File: src/design/mcs_pkg.sv
// mcs_pkg: shared types, constants and the count update for the rope cut table
// no dependencies
package mcs_pkg;

    localparam int LEN_W = 10;
    localparam int CNT_W = 11;
    localparam logic [CNT_W-1:0] UNREACH = 11'h7FF;

    typedef struct packed {
        logic [LEN_W-1:0] piece_c;
        logic [LEN_W-1:0] piece_b;
        logic [LEN_W-1:0] piece_a;
        logic [LEN_W-1:0] total_length;
    } t_query;

    typedef struct packed {
        logic             idle;
        logic             done;
        logic [LEN_W-1:0] result;
    } t_seq_status;

    // best count after trying one piece whose remainder entry holds prev
    function automatic logic [CNT_W-1:0] f_take(
        input logic [CNT_W-1:0] best,
        input logic [CNT_W-1:0] prev,
        input logic             use_it
    );
        logic [CNT_W-1:0] cand;
        cand = prev + 11'd1;
        if (use_it && (prev != UNREACH) && ((best == UNREACH) || (cand > best))) begin
            return cand;
        end
        return best;
    endfunction

endpackage

File: src/design/mcs_fill_seq.sv
// mcs_fill_seq: fills the table entry by entry, three table reads per entry
// uses mcs_pkg; drives the write and read ports of mcs_table_ram
module mcs_fill_seq #(
    parameter int MAX_LEN = 1024
) (
    input  logic                              i_clk,
    input  logic                              i_rst_n,
    input  logic                              i_start,
    input  mcs_pkg::t_query                   i_query,
    input  logic                              i_ack,
    output mcs_pkg::t_seq_status              o_status,
    output logic                              o_we,
    output logic [$clog2(MAX_LEN)-1:0]        o_waddr,
    output logic [mcs_pkg::CNT_W-1:0]         o_wdata,
    output logic [$clog2(MAX_LEN)-1:0]        o_raddr,
    input  logic [mcs_pkg::CNT_W-1:0]         i_rdata
);
    import mcs_pkg::*;

    localparam int AW = $clog2(MAX_LEN);
    localparam logic [16:0] MAX_LEN_V = 17'(MAX_LEN);

    typedef enum logic [1:0] {S_IDLE, S_RUN, S_DRAIN, S_DONE} t_state;

    t_state           r_state;
    logic [1:0]       r_phase;
    logic             r_pend;
    logic             r_rv;
    logic [LEN_W-1:0] r_pos;
    logic [LEN_W-1:0] r_fill;
    logic [LEN_W-1:0] r_n;
    logic [LEN_W-1:0] r_pa;
    logic [LEN_W-1:0] r_pb;
    logic [LEN_W-1:0] r_pc;
    logic [CNT_W-1:0] r_best;
    logic [LEN_W-1:0] r_result;

    logic             n_ok;
    logic [CNT_W-1:0] take;
    logic [LEN_W-1:0] len;
    logic             rd_ok;
    logic [LEN_W-1:0] diff;
    logic [LEN_W-1:0] fill_next;
    logic [LEN_W-1:0] waddr_len;
    logic [AW+LEN_W-1:0] raddr_ext;
    logic [AW+LEN_W-1:0] waddr_ext;

    always_comb begin
        n_ok      = ({7'd0, i_query.total_length} < MAX_LEN_V);
        take      = f_take(r_best, i_rdata, r_rv);
        case (r_phase)
            2'd1:    len = r_pb;
            2'd2:    len = r_pc;
            default: len = r_pa;
        endcase
        rd_ok     = (len != '0) && (len <= r_pos);
        diff      = r_pos - len;
        fill_next = r_fill + 10'd1;
        o_we      = ((r_state == S_IDLE) && i_start && n_ok)
                  || ((r_state == S_RUN) && (r_phase == 2'd0) && r_pend)
                  || (r_state == S_DRAIN);
        waddr_len = (r_state == S_IDLE) ? '0 : fill_next;
        o_wdata   = (r_state == S_IDLE) ? '0 : take;
        raddr_ext = {{AW{1'b0}}, diff};
        waddr_ext = {{AW{1'b0}}, waddr_len};
        o_raddr   = raddr_ext[AW-1:0];
        o_waddr   = waddr_ext[AW-1:0];
    end

    always_ff @(posedge i_clk) begin
        if (!i_rst_n) begin
            r_state <= S_IDLE;
            r_phase <= 2'd0;
            r_pend  <= 1'b0;
            r_rv    <= 1'b0;
            r_fill  <= '0;
        end else begin
            unique case (r_state)
                S_IDLE: begin
                    r_rv <= 1'b0;
                    if (i_start) begin
                        r_n  <= i_query.total_length;
                        r_pa <= i_query.piece_a;
                        r_pb <= i_query.piece_b;
                        r_pc <= i_query.piece_c;
                        if (!n_ok || (i_query.total_length == '0)) begin
                            r_result <= '0;
                            r_state  <= S_DONE;
                        end else begin
                            r_pos   <= 10'd1;
                            r_phase <= 2'd0;
                            r_pend  <= 1'b0;
                            r_best  <= UNREACH;
                            r_state <= S_RUN;
                        end
                        if (n_ok) begin
                            r_fill <= '0;
                        end
                    end
                end
                S_RUN: begin
                    r_rv <= rd_ok;
                    if (r_phase == 2'd0) begin
                        if (r_pend) begin
                            r_fill <= fill_next;
                        end
                        r_best  <= UNREACH;
                        r_phase <= 2'd1;
                    end else if (r_phase == 2'd1) begin
                        r_best  <= take;
                        r_phase <= 2'd2;
                    end else begin
                        r_best  <= take;
                        r_phase <= 2'd0;
                        if (r_pos == r_n) begin
                            r_state <= S_DRAIN;
                        end else begin
                            r_pos  <= r_pos + 10'd1;
                            r_pend <= 1'b1;
                        end
                    end
                end
                S_DRAIN: begin
                    r_rv     <= 1'b0;
                    r_fill   <= fill_next;
                    r_result <= (take == UNREACH) ? '0 : take[LEN_W-1:0];
                    r_state  <= S_DONE;
                end
                S_DONE: begin
                    if (i_ack) begin
                        r_state <= S_IDLE;
                    end
                end
                default: r_state <= S_IDLE;
            endcase
        end
    end

    assign o_status.idle   = (r_state == S_IDLE);
    assign o_status.done   = (r_state == S_DONE);
    assign o_status.result = r_result;

    a_phase_range: assert property (@(posedge i_clk) disable iff (!i_rst_n)
        r_phase != 2'd3)
        else $error("phase counter out of range");

    a_pos_range: assert property (@(posedge i_clk) disable iff (!i_rst_n)
        (r_state == S_RUN) |-> ((r_pos != '0) && (r_pos <= r_n)))
        else $error("entry position outside the query length");

    a_fill_follows: assert property (@(posedge i_clk) disable iff (!i_rst_n)
        ((r_state == S_RUN) && (r_phase == 2'd0) && r_pend) |-> (fill_next == r_pos - 10'd1))
        else $error("pending write does not target the previous entry");

    a_drain_last: assert property (@(posedge i_clk) disable iff (!i_rst_n)
        (r_state == S_DRAIN) |-> (fill_next == r_n))
        else $error("last write does not target the full length");

    a_done_hold: assert property (@(posedge i_clk) disable iff (!i_rst_n)
        ((r_state == S_DONE) && !i_ack) |=> (r_state == S_DONE))
        else $error("result dropped before it was taken");

endmodule
File: config.mk
export PLATFORM = sky130hd
export DESIGN_NAME = mcs_fill_seq
export DESIGN_NICKNAME = d
export VERILOG_FILES = /design/src/design/mcs_pkg.sv /design/src/design/mcs_fill_seq.sv
export SDC_FILE = /design/constraint.sdc
export NUM_CORES = 1
export LEC_CHECK = 0
export BUFFER_PORTS_ARGS = -buffer_cell sky130_fd_sc_hd__buf_2
export CORE_UTILIZATION = 59
export CTS_BUF_LIST = sky130_fd_sc_hd__clkbuf_16
export DETAILED_ROUTE_END_ITERATION = 12
export PLACE_DENSITY = 0.86
export RECOVER_POWER = 100
export SYNTH_ARGS = -nofsm -noshare
export SYNTH_HDL_FRONTEND = slang
export SYNTH_SLANG_ARGS = --single-unit
File: constraint.sdc
create_clock -name i_clk -period 5.8 [get_ports i_clk]
set_input_delay 1.16 -clock i_clk [delete_from_list [all_inputs] [get_ports i_clk]]
set_output_delay 1.16 -clock i_clk [all_outputs]
set_load 0.02 [all_outputs]
### After elaboration in Yosys (flattened, before gate mapping)

Cells that the tools add are included.

| storage, ports and cells | value |
|---|---|
| output and inout port bits | 44 |
| register bits after elaboration | 87 |
| bits of input ports | 55 |
| word-level logic and storage cells | 106 |

| cells by class | value |
|---|---|
| magnitude comparators | 2 |
| equal/unequal tests | 19 |
| reduce and logical (&&, ||, !) cells | 26 |
| $add $sub $neg | 4 |
| mux-type cells | 43 |

Operator list:

| operator | number |
|---|---|
| 2-to-1 mux 10 bit | 12 |
| 2-to-1 mux 11 bit | 6 |
| one-hot mux 10 bit (2 select lines) | 3 |
| one-hot mux 10 bit (3 select lines) | 1 |
| equality test 11 bit (second input constant) | 2 |
| one-hot mux 11 bit (2 select lines) | 1 |
| adder 10 x 1 -> 10 bit (second input constant) | 2 |
| 2-to-1 mux 2 bit | 10 |
| != test 2 bit (second input constant) | 7 |
| AND reduction 4 bit | 3 |
| adder 11 x 1 -> 11 bit (second input constant) | 1 |
| > comparator 11 bit | 1 |
| != test 11 bit (second input constant) | 1 |
| equality test 10 bit | 1 |
| less-or-equal comparator 10 bit | 1 |
| zero test 10 bit | 1 |
| nonzero test 10 bit | 1 |
| subtractor 10 bit | 1 |
| one-hot mux 2 bit (4 select lines) | 1 |
| AND reduction 7 bit | 1 |
| equality test 2 bit (second input constant) | 3 |
| logical AND 1 bit | 6 |
| 2-to-1 mux 1 bit | 6 |
| != test 2 x 1 -> 1 bit (second input constant) | 3 |
| other kinds (11) | 19 |

### Longest topological paths before layout

Gate-level depths: netlist of the first run.

| logic depth | value |
|---|---|
| word-level depth | 9 |
| depth in mapped cells | 14 |
| gate-level depth less buffers | 13 |

### Least setup slack after synthesis of the first run

Ideal clock, no wire load.

| path | value |
|---|---|
| path type | input to output |
| from | in i_rdata[0] (netlist name) |
| to | out o_wdata[2] (netlist name) |
| stages on the path | 12 |
| buffers on the path | 1 |
| data arrival time | 3.621 ns |
| data required time | 4.640 ns |
| path slack | 1.019 ns |
| cells stage by stage | ha_1 nand4_2 nor2_1 xor2_1 ha_1 a211oi_1 o21ai_0 nor3_1 o21ai_1 buf_6 mux2i_1 nor2_1 |

| between the ends | value |
|---|---|
| word-level cells in the longest chain between the ends | 7 |
| elaborated cells on any way between the ends | 10 |
| those cells by class | add/sub: 1; order compare: 1; eq/ne: 1; mux: 4; reduce/logical: 3 |

RTL lines:

| what | line | text |
|---|---|---|
| start, declared | mcs_fill_seq.sv:16 | `input logic [mcs_pkg::CNT_W-1:0] i_rdata` |
| adder 11 x 1 -> 11 bit | mcs_pkg.sv:29 | `cand = prev + 11'd1;` |
| > comparator 11 bit | mcs_pkg.sv:30 | `if (use_it && (prev != UNREACH) && ((best == UNREACH) \|\| (cand > best))) begin` |
| logical OR 1 bit | mcs_pkg.sv:30 |  |
| logical AND 1 bit | mcs_pkg.sv:30 |  |
| 2-to-1 mux 1 bit | mcs_pkg.sv:30 |  |
| 2-to-1 mux 11 bit (*) | mcs_pkg.sv:33 | `return best;` |
| 2-to-1 mux 11 bit (*) | mcs_fill_seq.sv:63 | `o_wdata = (r_state == S_IDLE) ? '0 : take;` |
| end, declared | mcs_fill_seq.sv:14 | `output logic [mcs_pkg::CNT_W-1:0] o_wdata,` |

Mark *: on every way between the ends. The rest lies on a longest branch, timed or not. The select of a mux whose other input is x is not followed.

### Worst setup path in the final report of the first run

| path | value |
|---|---|
| from | in i_rdata[0] (netlist name) |
| to | out o_wdata[5] (netlist name) |

Same word-level chain as after synthesis.

==> impl_metrics.toml, run 1 <==
[status]
outcome = "complete, but fails checks"
failed_checks = "capacitance limit, slew limit"

[cts]
cts_tree = "done"
cts.sinks = 87
cts_h_tree_lvls = 3
worst_setup_hold_path_clk_slew_ns = 0.06
clk_root_buffer_cell = "sky130_fd_sc_hd__clkbuf_16"
tritoncts.num_buffers = 9
post_cts_hold_buffer_count = 0
post_cts_buffers = 0
cts.path.max_buffers = 2
clock_latency_on_the_worst_skew_pair_ns = 0.34

[logic_synthesis]
count_of_mapped_cells_out_of_synthesis = 495
ys.warnings.count = 0
synthArstFlopShare_pct = 0
synth_top_area_share_pct = 40.9
yosys_register_bits = 87
mappedNetlistArea_mm2 = 0.00521
netlist_top_cells_area = "sky130_fd_sc_hd__edfxtp_1 (41%), sky130_fd_sc_hd__ha_1 (7.9%), sky130_fd_sc_hd__dfxtp_1 (6.1%), sky130_fd_sc_hd__xor2_1 (4.2%), sky130_fd_sc_hd__mux2i_1 (4.0%)"
seq_area_frac_synth_pct = 47.0
synth.net_count = 584
synth.top_cells.by_count = "sky130_fd_sc_hd__edfxtp_1 (71), sky130_fd_sc_hd__nand2_1 (39), sky130_fd_sc_hd__ha_1 (33)"
yosys.cell_types.count = 54
synth_edf_count = 71
synthMostInstantiatedCell = "sky130_fd_sc_hd__edfxtp_1"
ys.flop_type = "sky130_fd_sc_hd__edfxtp_1"
synth.largest_area_cell = "sky130_fd_sc_hd__edfxtp_1"
postSynthAreaPerCell_um2 = 10.5

[placement]
dp_hpwl_um = 9130
io_buffer_count = 98
place_congestion = 0.956
placement.setup.worst_slack_ns = -0.121
dp_cells = 689

[global_route]
grt_use_total_pct = 27.6
grt_start_max_net_pins = 41
grt_antenna_before_repair = 0
first_pass_grt_wire_length_um = 18900
grt.overflow.total = 0
first_global_vias = 4007

[pwr]
power.static_leakage_nw = 2.37
internal_power_w = 0.00147
power.clock.fraction_pct = 22.1
switching_part_of_the_total_power_pct = 42.9
vdd.ir_drop.worst_uv = 281
power.net_switching_w = 0.00110
p_comb_share_pct = 45.1
p_per_area_mw_per_mm2 = 429
power.share.sequential_pct = 32.8

[sta]
layout_worst_path_cycle_share_pct = 95.1
final.min_clock_period_ns = 5.52
hold_violations = 0
rsz_0062_raised_after_global_routing = "false"
final.setup_skew_ns = 0.0102
setup_viol = 0
fin_setup_tns_ns = 0
setup_slack_ns = 0.282
slew_violations = 41
max_slew_margin_pct = -42.4
timing.fmax_mhz = 181
timing_worst_slew_pin_value_ns = 2.14

[final_layout]
final_cells = 705
fill_cells = 622
layout-drive-gt1-share_pct = 13.0
number_of_antenna_cells_inserted = 0
area_delta_synth_final_pct = 15.2
finalNetCount = 684

[route]
detail_route.vias_per_cell = 5.98
top_signal_layer_used = "met4"
detail_route.wl_per_cell_um = 17.6
met2RoutedLength_um = 5920
routed_wirelength_um = 12400
detailedRoute.firstIterationViolations = 264
final_antenna_net_count = 0
remaining_drc_errors = 0
detailed_routing_iterations_pass_1 = 5
met3RoutedLength_um = 913
detailroute.via_count = 4219
met1Wirelength_um = 5280

[worst_setup_path]
critPathCaptureType = "primary output"
timing.critical_path.fanout_max = 12
worst_ep_required_time_ns = 4.64
startpoint_types = "primary input"
worstSetupPathType = "in -> out"
worstPathArrival_ns = 4.36

[die]
fp.coreArea_mm2 = 0.00838
die_boundary_width_um = 96.0
start_util_pct = 62.2
count_of_pins_on_the_block_boundary = 99
placement_rows = 33
design.die.area_mm2 = 0.00922
floorplan.die.height_um = 96.0

[run]
drv_cap = 1

[worst_hold_path]
timing.hold.worst.class = "reg -> reg"
[stage by stage]
step	utilization (%)	hold WS, ns	power (W)	cell area, um^2
final	71.7	0.523	0.00257	6010
after global routing	71.7	0.548	0.00272	6010
after CTS	72.9	0.523	0.00261	6110
after detailed placement	69.3	0.512	0.00204	5810
after global placement	69.3	0.485	0.00201	5810
after floorplan	-	0.471	0.00170	5210
[layout make-up]
cell class,count,area [um^2],area share (%)
Multi-Input combinational cell,363,2550,42.5
Sequential cell,87,2450,40.8
Timing Repair Buffer,104,464,7.73
Clock buffer,9,225,3.75
Tap cell,105,131,2.19
Inverter,30,113,1.87
Clock inverter,7,68.8,1.15
[cell families after synthesis]
group                    after synthesis  share of synthesized area (%)
AO/OA/AOI/OAI                         92                           12.9
XOR/XNOR                              41                           6.89
adder cells (fa/ha/maj)               34                           8.30
buffers and inverters                 45                           3.53
flip-flops                            87                           47.0
multiplexers                          21                           4.03
AND/OR/NAND/NOR                      175                           17.4
[registers in the layout (all words and copies together) (netlist names), 10 cells and up]
name / cells
r_best: 11
r_fill: 10
r_n: 10
r_pa: 10
r_pb: 10
r_pc: 10
r_pos: 10
r_result: 10
[power groups by stage]
| stage | registers [W] | logic [W] | clock network, W |
|---|---|---|---|
| final | 0.000846 | 0.00116 | 0.000569 |
| after global routing | 0.000854 | 0.00127 | 0.000597 |
| after CTS | 0.000842 | 0.00120 | 0.000575 |
| after detailed placement | 0.000856 | 0.00119 | 0 |
| after global placement | 0.000851 | 0.00116 | 0 |
| after floorplan | 0.000840 | 0.000857 | 0 |
[cells in the final DEF (no fill, tap or decap), drive strengths merged, types with 3 or more instances in the layout]
cell    instances
nand3b          3
nand3          19
o211ai          4
nand4          11
inv            35
xnor2          16
xor2           25
a21boi          5
dfxtp          16
a22o            9
o31ai           4
and2           12
nor3b           3
mux2i          21
ha             33
nor2b          16
clkbuf         62
o211a           4
nor3           17
nor2           31
or2             3
a211oi          4
edfxtp         71
nand2          39
buf            51
a21oi          31
o21ai          14
nor4            4
and3           11
[worst max-delay path, stage by stage]
cell	delay (ns)
sky130_fd_sc_hd__buf_2	0.16
sky130_fd_sc_hd__ha_1	0.28
sky130_fd_sc_hd__nand4_1	0.20
sky130_fd_sc_hd__nor2_1	0.20
sky130_fd_sc_hd__and3_1	0.22
sky130_fd_sc_hd__xor2_1	0.08
sky130_fd_sc_hd__ha_1	0.29
sky130_fd_sc_hd__o21ai_0	0.11
sky130_fd_sc_hd__o21ai_0	0.35
sky130_fd_sc_hd__nor3_2	0.16
sky130_fd_sc_hd__o21ai_4	0.46
sky130_fd_sc_hd__mux2i_1	0.39
sky130_fd_sc_hd__nor2_1	0.09
sky130_fd_sc_hd__clkbuf_2	0.20
[repair_timing]
item	4_1_cts	5_1_grt
resized for setup	1	2
endpoints found under the setup margin	11	10
endpoints found under the hold margin	0	0
[routing by layer]
metal / vias to the layer above / track usage, %
met5: - / 0
met4: 0 / 10.1
met3: 30 / 5.45
met2: 193 / 45.7
met1: 1988 / 35.9
li1: 2008 / -
[final timing paths]
check | from | end | slack [ns] | cells after the start
worst max register to register | r_state[0] | r_pb[1] | 1.90 | 5
worst min-delay path | r_fill[1] | r_fill[1] | 0.52 | 2
worst max-delay path | i_rdata[0] | o_wdata[5] | 0.28 | 14
worst min register to register | r_fill[1] | r_fill[1] | 0.52 | 2
No activity file was read; power rests on OpenSTA's default activity.
==> run 2: changes to the inputs <==
--- a/config.mk
+++ b/config.mk
@@ -5,10 +5,13 @@
 export SDC_FILE = /design/constraint.sdc
 export NUM_CORES = 1
 export LEC_CHECK = 0
+export ABC_AREA = 1
 export BUFFER_PORTS_ARGS = -buffer_cell sky130_fd_sc_hd__buf_2
+export CORE_MARGIN = 4
 export CORE_UTILIZATION = 59
 export CTS_BUF_LIST = sky130_fd_sc_hd__clkbuf_16
 export DETAILED_ROUTE_END_ITERATION = 12
+export GPL_TIMING_DRIVEN = 0
 export PLACE_DENSITY = 0.86
 export RECOVER_POWER = 100
 export SYNTH_ARGS = -nofsm -noshare
==> run 2 against run 1 <==
  * Largest cell class is now flip-flops and latches
  * Global-route usage is 3.7 points lower
  * Flip-flop and latch count stayed put
  * Synthesized cell count grew 17%
  * Fmax grew 3.7%
  * Clock power decreased by 7.7%
  * Clock-buffer cell count did not move
  * Core utilization is 0.52 points lower
  * Routed wire length shrank 5.1%
  * The run still ends with capacitance limit, slew limit left
  * Register-to-register slack improved by 0.58 ns
  * Design area shrank 1.7%
  * Clock skew is 0.0034 ns lower
  * Combinational power increased by 59%
==> impl_metrics.toml, run 2 <==
[status]
outcome = "complete, but fails checks"
failed_checks = "capacitance limit, slew limit"

[worst_setup_path]
worst_ep_required_time_ns = 4.64
timing.critical_path.fanout_max = 10
critPathCaptureType = "primary output"
worstPathArrival_ns = 4.16
startpoint_types = "primary input"
worstSetupPathType = "in -> out"
cp_common_cell = "sky130_fd_sc_hd__nand2_1"
max_stage_delay_ns = 0.30
critical_path.slowest_cell = "sky130_fd_sc_hd__or2_2"

[global_route]
grt_start_max_net_pins = 31
first_pass_grt_wire_length_um = 19300
grt.overflow.total = 0
first_global_vias = 4312
grt_antenna_before_repair = 1
grt_use_total_pct = 23.8

[cts]
post_cts_hold_buffer_count = 0
cts_tree = "done"
clk_root_buffer_cell = "sky130_fd_sc_hd__clkbuf_16"
cts.sinks = 87
tritoncts.num_buffers = 9
worst_setup_hold_path_clk_slew_ns = 0.06
cts_h_tree_lvls = 3
cts.path.max_buffers = 2
post_cts_buffers = 0
clock_latency_on_the_worst_skew_pair_ns = 0.34
postCtsResizedCells = 0

[final_layout]
mostFrequentLayoutCell = "sky130_fd_sc_hd__nand2_1"
sequential_cell_area_mm2 = 0.00245
finalNetCount = 776
number_of_antenna_cells_inserted = 0
max_ffs_per_register = 11
layout-drive-gt1-share_pct = 13.4
most-common-layout-cells = "sky130_fd_sc_hd__nand2_1 (129), sky130_fd_sc_hd__edfxtp_1 (71), sky130_fd_sc_hd__inv_1 (70)"
fill_cells = 624
multi_input_comb_area_mm2 = 0.00226
final_cells = 797
max_flop_register = "r_best"
area_delta_synth_final_pct = 16.1

[route]
detailedRoute.firstIterationViolations = 255
detail_route.vias_per_cell = 5.50
routed_wirelength_um = 11800
detail_route.wl_per_cell_um = 14.7
remaining_drc_errors = 0
detailed_routing_iterations_pass_1 = 5
detailroute.via_count = 4382
final_antenna_net_count = 0

[pwr]
vdd.ir_drop.worst_uv = 369
p_total_w = 0.00322
power.static_leakage_nw = 2.61
p_per_area_mw_per_mm2 = 546

[die]
design.die.area_mm2 = 0.0102
count_of_pins_on_the_block_boundary = 99
placement_rows = 33
floorplan.die.height_um = 101
fp.coreArea_mm2 = 0.00830
die_boundary_width_um = 101
start_util_pct = 61.3

[logic_synthesis]
yosys.cell_types.count = 42
synth.largest_area_cell = "sky130_fd_sc_hd__edfxtp_1"
synth.net_count = 666
yosys_register_bits = 87
mappedNetlistArea_mm2 = 0.00509
count_of_mapped_cells_out_of_synthesis = 577
seq_area_frac_synth_pct = 48.2
synth_top_area_share_pct = 41.9
synthArstFlopShare_pct = 0
synth_edf_count = 71
postSynthAreaPerCell_um2 = 8.81
ys.flop_type = "sky130_fd_sc_hd__edfxtp_1"
ys.warnings.count = 0
synth.top_cells.by_count = "sky130_fd_sc_hd__nand2_1 (127), sky130_fd_sc_hd__edfxtp_1 (71), sky130_fd_sc_hd__inv_1 (68)"
netlist_top_cells_area = "sky130_fd_sc_hd__edfxtp_1 (42%), sky130_fd_sc_hd__nand2_1 (9.4%), sky130_fd_sc_hd__ha_1 (8.1%), sky130_fd_sc_hd__dfxtp_1 (6.3%), sky130_fd_sc_hd__inv_1 (5.0%)"
synthMostInstantiatedCell = "sky130_fd_sc_hd__nand2_1"

[sta]
timing.fmax_mhz = 188
final.min_clock_period_ns = 5.32
rsz_0062_raised_after_global_routing = "false"
whs_ns = 0.489
layout_worst_path_cycle_share_pct = 91.8
timing_worst_slew_pin_value_ns = 1.54
slew_violations = 31
setup_viol = 0
final.setup_skew_ns = 0.00675
max_slew_margin_pct = -2.70
hold_violations = 0
fin_setup_tns_ns = 0

[worst_hold_path]
timing.hold.worst.class = "reg -> reg"

[run]
drv_cap = 1

[placement]
place_congestion = 0.902
dp_cells = 781
dp_hpwl_um = 9030
io_buffer_count = 98
[run 2: changes by cell type in the layout (fill, tap and decap cells not counted), sizes merged, moves of 5 or more]
cell	before	now
xnor2	16	7
nand3	19	34
a22o	9	0
buf	51	56
a21boi	5	0
nor2	31	72
inv	35	74
mux2i	21	0
and3	11	4
nor3	17	6
and2	12	0
nand2	39	132
nor2b	16	0
o21ai	14	19
[run 2: path summary, 6_finish.rpt]
path	start	to	slack [ns]	cells after the start
hold reg to reg	r_pend	r_pend	0.49	2
setup reg to reg	r_state[0]	r_pb[0]	2.48	6
hold / removal	r_pend	r_pend	0.49	2
setup / recovery	i_rdata[0]	o_wdata[4]	0.48	26
[run 2: cell families (layout without fill, tap and decap cells)]
kind of cell,count (synthesis),in the layout,share of synthesized area (%)
XOR/XNOR,28,28,4.82
buffers and inverters,89,204,6.81
AO/OA/AOI/OAI,65,65,7.53
flip-flops,87,87,48.2
AND/OR/NAND/NOR,274,274,24.1
adder cells (fa/ha/maj),34,34,8.51
[run 2: stage by stage]
step	cell area [um^2]	utilization, %	setup WS [ns]
CTS	6010	72.4	0.720
floorplan	5090	-	1.15
finish	5910	71.2	0.477
global placement	5710	68.8	0.780
global route	5910	71.2	0.221
detailed placement	5740	69.1	0.720
[run 2: metal layers]
layer / vias up / global-route usage [%] / share of wire [%]
li1: 2139 / - / -
met1: 2036 / 30.4 / 41
met2: 176 / 40.2 / 49
met3: 29 / 4.29 / 7.7
met4: 2 / 9.53 / 2.2
met5: - / 0 / 0.10
[run 2: critical path: cells and delay by family]
family | cells | cell delay (ns)
and+or+nand+nor | 16 | 1.62
buffers and inverters | 8 | 0.83
adders and majority gates | 2 | 0.53
[run 2: report_power, final]
part	internal [W]	switching (W)
clock	0.000290	0.000235
combinational	0.000551	0.00129
sequential	0.000800	0.0000605
total	0.00164	0.00158
[run 2: cell type report]
cell class                 instances  share of cell area (%)
clock buffer                       9                    3.81
tap                              105                    2.22
clock inverter                     7                   0.847
timing repair buffer              99                    7.42
inverter                          75                    4.77
buffer                            14                    1.10
multi-input combinational        401                    38.3
sequential                        87                    41.5
